## config.mk

```make
export PLATFORM = sky130hd
export DESIGN_NAME = bc4_block_encoder
export DESIGN_NICKNAME = d
export VERILOG_FILES = /design/src/bc4_pkg.sv /design/src/bc4_block_encoder.sv
export SDC_FILE = /design/constraint.sdc
export NUM_CORES = 2
export LEC_CHECK = 0
export BUFFER_PORTS_ARGS = -buffer_cell sky130_fd_sc_hd__buf_2
export CORE_MARGIN = 2
export CORE_UTILIZATION = 54
export DETAILED_ROUTE_END_ITERATION = 8
export PLACE_DENSITY = 0.73
export SETUP_SLACK_MARGIN = 0.05
export SYNTH_ARGS = -nofsm -noshare
export SYNTH_HDL_FRONTEND = slang
export SYNTH_SLANG_ARGS = --single-unit
```

## constraint.sdc

```tcl
create_clock -name clk -period 7.3 [get_ports clk]
set_input_delay 0.365 -clock clk [delete_from_list [all_inputs] [get_ports clk]]
set_output_delay 0.365 -clock clk [all_outputs]
set_load 0.03 [all_outputs]
```

## src/bc4_pkg.sv

```systemverilog
package bc4_pkg;

  localparam int NumSamples  = 16;
  localparam int SampleWidth = 8;
  localparam int IndexWidth  = 3;
  localparam int LevelWidth  = 3;
  // 7 * 255 + 127 fits in 11 bits.
  localparam int AccWidth    = 11;
  localparam int DistWidth   = SampleWidth;

  localparam int InDataWidth  = 2 * 64;
  localparam int OutDataWidth = 2 * SampleWidth + NumSamples * IndexWidth;

  localparam logic [LevelWidth-1:0] LevelMin = 3'd0;
  localparam logic [LevelWidth-1:0] LevelMax = 3'd7;

  typedef logic [NumSamples-1:0][SampleWidth-1:0] sample_arr_t;
  typedef logic [3:0][SampleWidth-1:0]            quad_arr_t;
  typedef logic [NumSamples-1:0][AccWidth-1:0]    acc_arr_t;
  typedef logic [NumSamples-1:0][LevelWidth-1:0]  level_arr_t;
  typedef logic [NumSamples-1:0][IndexWidth-1:0]  index_arr_t;

  // Level 0 selects the min endpoint (index 1), the top level selects the max
  // endpoint (index 0), and the levels between map to indices 7 down to 2.
  function automatic logic [IndexWidth-1:0] level_to_index(input logic [LevelWidth-1:0] level);
    logic [IndexWidth-1:0] ix;
    ix = IndexWidth'(4'd8 - {1'b0, level});
    if (level == LevelMin) begin
      ix = 3'd1;
    end else if (level == LevelMax) begin
      ix = 3'd0;
    end
    return ix;
  endfunction

endpackage

```

## src/bc4_block_encoder.sv

```systemverilog
// BC4 block encoder: one 4x4 block of sixteen 8-bit samples in, one
// compressed block out.
// Input channel s_*: one beat carries a whole block in s_tdata (128 bits).
// Output channel m_*: one beat carries both endpoints and the sixteen
// 3-bit palette indices in m_tdata (64 bits).
// The block is a five-stage pipeline: a min/max tree over two stages, the
// scaled sample distance, then the three threshold steps over two stages,
// the last of which is the output register. A new block is accepted every
// cycle unless every stage holds a block and the receiver stalls.
// Each stage has its own valid bit and loads whenever it is empty or its
// successor moves, so bubbles close up while the receiver stalls and the
// block keeps accepting until every stage holds a block.
// A stall loses and repeats nothing: a held stage keeps its data.
// Reset (rst, synchronous) clears all valid bits; no block is in flight
// afterwards and s_tready is high in the first cycle after reset.
module bc4_block_encoder (
  input  logic                             clk,
  input  logic                             rst,
  input  logic                             s_tvalid,
  output logic                             s_tready,
  // samples_low [63:0], samples_high [127:64]
  input  logic [bc4_pkg::InDataWidth-1:0]  s_tdata,
  output logic                             m_tvalid,
  input  logic                             m_tready,
  // endpoint_max [7:0], endpoint_min [15:8], packed_indices [63:16]
  output logic [bc4_pkg::OutDataWidth-1:0] m_tdata
);

  localparam int W = bc4_pkg::SampleWidth;

  logic v1, v2, v3, v4, v5;
  logic rdy1, rdy2, rdy3, rdy4, rdy5;

  assign rdy5 = !v5 || m_tready;
  assign rdy4 = !v4 || rdy5;
  assign rdy3 = !v3 || rdy4;
  assign rdy2 = !v2 || rdy3;
  assign rdy1 = !v1 || rdy2;
  assign s_tready = rdy1;

  always_ff @(posedge clk) begin
    if (rst) begin
      v1 <= 1'b0;
      v2 <= 1'b0;
      v3 <= 1'b0;
      v4 <= 1'b0;
      v5 <= 1'b0;
    end else begin
      if (rdy1) v1 <= s_tvalid;
      if (rdy2) v2 <= v1;
      if (rdy3) v3 <= v2;
      if (rdy4) v4 <= v3;
      if (rdy5) v5 <= v4;
    end
  end

  // Stage 1: samples and the min/max of each group of four.
  bc4_pkg::sample_arr_t in_samples;
  bc4_pkg::quad_arr_t   quad_min_next, quad_max_next;
  bc4_pkg::sample_arr_t s1_samples;
  bc4_pkg::quad_arr_t   s1_min, s1_max;

  assign in_samples = s_tdata;

  always_comb begin
    logic [W-1:0] ma, mb, xa, xb;
    for (int q = 0; q < 4; q++) begin
      ma = (in_samples[4*q]   < in_samples[4*q+1]) ? in_samples[4*q]   : in_samples[4*q+1];
      mb = (in_samples[4*q+2] < in_samples[4*q+3]) ? in_samples[4*q+2] : in_samples[4*q+3];
      xa = (in_samples[4*q]   > in_samples[4*q+1]) ? in_samples[4*q]   : in_samples[4*q+1];
      xb = (in_samples[4*q+2] > in_samples[4*q+3]) ? in_samples[4*q+2] : in_samples[4*q+3];
      quad_min_next[q] = (ma < mb) ? ma : mb;
      quad_max_next[q] = (xa > xb) ? xa : xb;
    end
  end

  always_ff @(posedge clk) begin
    if (rdy1) begin
      s1_samples <= in_samples;
      s1_min     <= quad_min_next;
      s1_max     <= quad_max_next;
    end
  end

  // Stage 2: block min and max.
  logic [W-1:0] lo_next, hi_next;
  bc4_pkg::sample_arr_t s2_samples;
  logic [W-1:0] s2_lo, s2_hi;

  always_comb begin
    logic [W-1:0] m0, m1, x0, x1;
    m0 = (s1_min[0] < s1_min[1]) ? s1_min[0] : s1_min[1];
    m1 = (s1_min[2] < s1_min[3]) ? s1_min[2] : s1_min[3];
    x0 = (s1_max[0] > s1_max[1]) ? s1_max[0] : s1_max[1];
    x1 = (s1_max[2] > s1_max[3]) ? s1_max[2] : s1_max[3];
    lo_next = (m0 < m1) ? m0 : m1;
    hi_next = (x0 > x1) ? x0 : x1;
  end

  always_ff @(posedge clk) begin
    if (rdy2) begin
      s2_samples <= s1_samples;
      s2_lo      <= lo_next;
      s2_hi      <= hi_next;
    end
  end

  // Stage 3: a = 7*(s - min) + dist/2, which equals 7*s - bias and is never
  // negative because every sample is at least the minimum.
  logic [bc4_pkg::DistWidth-1:0] dist_next;
  bc4_pkg::acc_arr_t acc3_next;
  bc4_pkg::acc_arr_t s3_acc;
  logic [bc4_pkg::DistWidth-1:0] s3_dist;
  logic [W-1:0] s3_lo, s3_hi;

  assign dist_next = s2_hi - s2_lo;

  always_comb begin
    logic [W-1:0] d;
    for (int i = 0; i < bc4_pkg::NumSamples; i++) begin
      d = s2_samples[i] - s2_lo;
      acc3_next[i] = ({3'b000, d} << 3) - {3'b000, d}
                   + {4'b0000, dist_next[W-1:1]};
    end
  end

  always_ff @(posedge clk) begin
    if (rdy3) begin
      s3_acc  <= acc3_next;
      s3_dist <= dist_next;
      s3_lo   <= s2_lo;
      s3_hi   <= s2_hi;
    end
  end

  // Stage 4: first threshold step against 4*dist.
  logic [bc4_pkg::AccWidth-1:0] dist4;
  bc4_pkg::acc_arr_t acc4_next;
  logic [bc4_pkg::NumSamples-1:0] bit2_next;
  bc4_pkg::acc_arr_t s4_acc;
  logic [bc4_pkg::NumSamples-1:0] s4_bit2;
  logic [bc4_pkg::DistWidth-1:0] s4_dist;
  logic [W-1:0] s4_lo, s4_hi;

  assign dist4 = {1'b0, s3_dist, 2'b00};

  always_comb begin
    for (int i = 0; i < bc4_pkg::NumSamples; i++) begin
      bit2_next[i] = s3_acc[i] > dist4;
      acc4_next[i] = bit2_next[i] ? s3_acc[i] - dist4 : s3_acc[i];
    end
  end

  always_ff @(posedge clk) begin
    if (rdy4) begin
      s4_acc  <= acc4_next;
      s4_bit2 <= bit2_next;
      s4_dist <= s3_dist;
      s4_lo   <= s3_lo;
      s4_hi   <= s3_hi;
    end
  end

  // Stage 5: steps against 2*dist and dist, then the level-to-index map.
  logic [bc4_pkg::AccWidth-1:0] dist2, dist1;
  bc4_pkg::index_arr_t idx_next;
  bc4_pkg::index_arr_t s5_idx;
  logic [W-1:0] s5_lo, s5_hi;

  assign dist2 = {2'b00, s4_dist, 1'b0};
  assign dist1 = {3'b000, s4_dist};

  always_comb begin
    logic [bc4_pkg::AccWidth-1:0] a;
    logic b1, b0;
    for (int i = 0; i < bc4_pkg::NumSamples; i++) begin
      b1 = s4_acc[i] > dist2;
      a  = b1 ? s4_acc[i] - dist2 : s4_acc[i];
      b0 = a > dist1;
      idx_next[i] = bc4_pkg::level_to_index({s4_bit2[i], b1, b0});
    end
  end

  always_ff @(posedge clk) begin
    if (rdy5) begin
      s5_idx <= idx_next;
      s5_lo  <= s4_lo;
      s5_hi  <= s4_hi;
    end
  end

  assign m_tvalid = v5;
  assign m_tdata  = {s5_idx, s5_lo, s5_hi};

endmodule
```

After elaboration in Yosys (flattened, before gate mapping) --
Cells that the tools add are included.
Operators by class: magnitude comparators 78, reduce and logical (&&, ||, !) cells 42, equal/unequal tests 16, muxes and demuxes 78, $add $sub $neg 97
Operators by type and width (count):
- 11-bit two-way mux | 32
- 8-bit two-way mux | 30
- 11-bit by 7-bit adder with 11-bit output | 16
- 11-bit by 10-bit > comparator with 1-bit output | 16
- 11-bit by 8-bit > comparator with 1-bit output | 16
- 11-bit by 9-bit > comparator with 1-bit output | 16
- 11-bit by 10-bit subtractor with 11-bit output | 16
- 11-bit by 8-bit subtractor with 11-bit output | 16
- 11-bit by 9-bit subtractor with 11-bit output | 16
- 8-bit subtractor | 17
- 8-bit > comparator | 15
- 8-bit < comparator | 15
- 3-bit == test, second input constant | 16
- 3-bit zero test | 16
- 1-bit by 3-bit subtractor with 3-bit output, first input constant | 16
- 2-bit OR reduction | 16
- 1-bit two-way mux | 16
- 1-bit zero test | 5
- 1-bit logical OR | 5
Word-level totals: output and inout bits 66, input bits 132, register bits after elaboration 821, logic and storage cells 431

Depth between registers and ports, before layout --
depth after elaboration 6, depth in mapped cells 24, mapped depth without buffers 23

Worst setup path after synthesis --
No wires, ideal clock.
kind reg-to-reg, start point register v5 (netlist: m_tvalid), end point register s1_max[0] (netlist bit) (enable), data required time 5191 ps, clock period less this slack 7621 ps, slack -321 ps, arrival 5512 ps, cell stages (with the launch flop) 4, path through dfxtp_1 -> nor2b_1 -> and3_1 -> nand3_1
On the way: cells in the longest elaborated chain, start to end 6
RTL lines:
- start: declaration | line bc4_block_encoder.sv:31 | logic v1, v2, v3, v4, v5;
- start signal: assignment | line bc4_block_encoder.sv:53 | if (rdy5) v5 <= v4;
- 1-bit zero test | line bc4_block_encoder.sv:34 | assign rdy5 = !v5 || m_tready;
- 1-bit logical OR | line bc4_block_encoder.sv:34
- 1-bit logical OR | line bc4_block_encoder.sv:35 | assign rdy4 = !v4 || rdy5;
- 1-bit logical OR | line bc4_block_encoder.sv:36 | assign rdy3 = !v3 || rdy4;
- 1-bit logical OR | line bc4_block_encoder.sv:37 | assign rdy2 = !v2 || rdy3;
- 1-bit logical OR | line bc4_block_encoder.sv:38 | assign rdy1 = !v1 || rdy2;
- named net s_tready | line bc4_block_encoder.sv:20 | output logic s_tready,
- end signal: assignment | line bc4_block_encoder.sv:81 | s1_max <= quad_max_next;
- end: declaration | line bc4_block_encoder.sv:61 | bc4_pkg::quad_arr_t s1_min, s1_max;
The timed path passes the listed nets, and every way through them passes these cells. A chain may end at the register's enable or synchronous reset.

Final worst setup path --
start point register s4_dist[0] (netlist bit), end point register s5_idx, in the netlist m_tdata[56], data pin
On the way: cells in the longest elaborated chain, start to end 5, elaborated cells between the ends (all ways) 8
RTL lines:
- start: declaration | line bc4_block_encoder.sv:142 | logic [bc4_pkg::DistWidth-1:0] s4_dist;
- start signal: assignment | line bc4_block_encoder.sv:158 | s4_dist <= s3_dist;
- parallel branches: the longest is 5 deep, another holds 11-bit by 9-bit subtractor with 11-bit output
- end signal: assignment | line bc4_block_encoder.sv:186 | s5_idx <= idx_next;
- end: declaration | line bc4_block_encoder.sv:167 | bc4_pkg::index_arr_t s5_idx;
Parallel ways; which one is timed is not known.

==> reports/qor.yml <==
path_max_fanout: 24
slew_headroom: 0.153
clock_latency_ps: 700
ys.flop_type: "edfxtp_1"
multi_input_area_um2: 36800
period_needed_ps: 5940
coreArea_um2: 118000
syn2layout_area_growth_pct: 12.1
vias: 48300
synth_fp_nets: 7226
dr.pass1.iters: 6
cts_tree: "done"
wl_met1_um: 80600
hold_class: "in2reg"
cts_resized: 0
drt_iter0_markers: 4651
routed_via_density: 5.97
place_area_um2: 67300
clock_skew_ps: 37.8
rsz0062_at_grt: "no"
fin_crit_sh: 0.814
htree_levels: 3
clock-sinks: 821
chipHeight_um: 348
cts_buffers: 93
nFillCells: 9446
worst_slew_pin_slew_ps: 1260
cp-start-kind: "register"
setup_viol: 0
port-buffer-count: 197
finalHoldViolations: 0
ys_seq_area_frac: 0.384
netlist_instances: 6037
endpoint_kind: "register"
netlist.area_leader.share: 0.383
drive_gt1_frac: 0.0892
critical_path_required_ps: 7740
hold_slack_ps: 29.2
dieArea_um2: 121000
overflow: 0
top_layer: "met5"
synth_warnings: 0
arrival_ps: 6380
antenna_found_initial: 37
drv_slew: 0
fp.dieW_um: 348
wl_per_cell_um: 22.2
netlist_top_cells_area: "edfxtp_1, ha_1, fa_1, mux2i_1, inv_1"
clk_pin_slew_worst_paths_ps: 60
seqCellArea_um2: 24600
fin_nets: 7659
synth-async-reset-ratio: 0
grt_pass1_wl_um: 272000
drt-total-wl_um: 180000
met2_length_um: 76700
synth_area_um2: 64000
final_cell_mix: "ha_1, edfxtp_1, inv_1"
grt_max_degree: 78
synth-seq-cells: 821
fmax_ghz: 0.168
fin_area_um2: 71800
yosysTopAreaCell: "edfxtp_1"
clockBufferDepth: 3
maxCapViolCount: 0
final_common_cell: "ha_1"
setup_tns_ps: 0
status: "complete, no violations"
rows: 126
gp_congestion: 0.950
dp.final_hpwl_um: 136000
num_io_pins: 198
dr_wl_met3_um: 16200
synth_cell_types: 102
grt_pass1_vias: 46100
drcViolationCount: 0
grt_use_total: 0.293
synth-edff-count: 816
cts_root_buffer: "clkbuf_16"
avgSynthCellArea_um2: 10.6
initial_core_util: 0.544
ant_nets: 0
path_class: "reg2reg"
-- what timing repair did --
item	in CTS	in global routing
hold buffers	124	1
endpoints found under the hold margin	127	1
buffers inserted	0	0
-- Yosys cell counts, drive strengths merged, types with 65 or more instances --
| cell type | n |
|---|---|
| mux2i | 254 |
| inv | 656 |
| nand2b | 66 |
| nand2 | 351 |
| nor2 | 378 |
| o21a | 100 |
| o21ai | 365 |
| nand4 | 91 |
| mux2 | 87 |
| nor2b | 109 |
| xnor2 | 231 |
| nor3 | 95 |
| nand3 | 65 |
| fa | 129 |
| ha | 928 |
| edfxtp | 816 |
| a21o | 119 |
| xor2 | 135 |
| a21oi | 394 |
-- worst paths after layout --
kind,cells past startpoint,to,start,slack (ps)
worst min-delay path,1,s1_samples[22]$_DFFE_PP_,s_tdata[22],30
worst max-delay path,21,m_tdata[56]$_SDFFCE_PP0P_,s4_dist[0]$_DFFE_PP_,1360
worst min register to register,0,s2_samples[0]$_DFFE_PP_,s1_samples[0]$_DFFE_PP_,400
worst max register to register,21,m_tdata[56]$_SDFFCE_PP0P_,s4_dist[0]$_DFFE_PP_,1360
-- through the flow --
step | instances | setup slack, ps | util
global route | 8085 | 1040 | 0.609
detailed placement | 7786 | 1490 | 0.571
CTS | 8081 | 1460 | 0.609
finish | 8104 | 1360 | 0.610
floorplan | 6037 | 1280 | -
global placement | 7786 | 1550 | 0.571
-- state kept, by name, summed over array words and instances, names as in the netlist, 8 cells and up --
name / cells
m_tdata: 48
s1_samples: 128
s5_lo: 8
s4_bit2: 16
s2_lo: 8
s4_acc: 176
s1_max: 32
s3_lo: 8
s3_acc: 176
s2_samples: 128
s2_hi: 8
s4_lo: 8
s3_dist: 8
s5_hi: 8
s1_min: 32
s4_dist: 8
s4_hi: 8
s3_hi: 8
-- worst max-delay path: stages (launching register included) --
cell and delay (ps):
edfxtp_1 640, buf_12 260, ha_1 210, inv_1 50
fa_1 400, a21oi_1 210, o22ai_1 130, o21a_1 190
o41ai_1 370, nor2b_1 800, mux2_2 420, ha_1 310
a21oi_1 180, a21oi_1 90, nor3_1 130, a21oi_1 100
a2111oi_0 370, o21a_1 230, ha_1 160, ha_1 160
nor2_1 60, and2_1 160
-- layer usage --
layer  up-vias  track usage
li1      23000            -
met1     23200        0.428
met2      1830        0.442
met3       321       0.0504
met4        18       0.0929
met5         -            0
-- cell families (layout without fill, tap and decap cells) --
kind of cell | Yosys count | count (layout) | synth area share
AO/OA/AOI/OAI | 1350 | 1350 | 0.136
XOR/XNOR | 376 | 376 | 0.0536
adder cells (fa/ha/maj) | 1057 | 1057 | 0.222
buffers and inverters | 699 | 1208 | 0.0419
flip-flops | 821 | 821 | 0.384
multiplexers | 341 | 341 | 0.0551
other | 0 | 22 | 0
AND/OR/NAND/NOR | 1393 | 1393 | 0.108
-- final cells by class --
cell class | count | area share
Sequential cell | 821 | 0.343
Multi-Input combinational cell | 4517 | 0.513
Antenna cell | 22 | 0.000767
Timing Repair Buffer | 376 | 0.0372
Inverter | 661 | 0.0348
Clock buffer | 107 | 0.0337
Tap cell | 1536 | 0.0268
Clock inverter | 64 | 0.0111
Power is not shown: default switching activity piles up to over one toggle a cycle in this logic, so the estimate is an artifact.
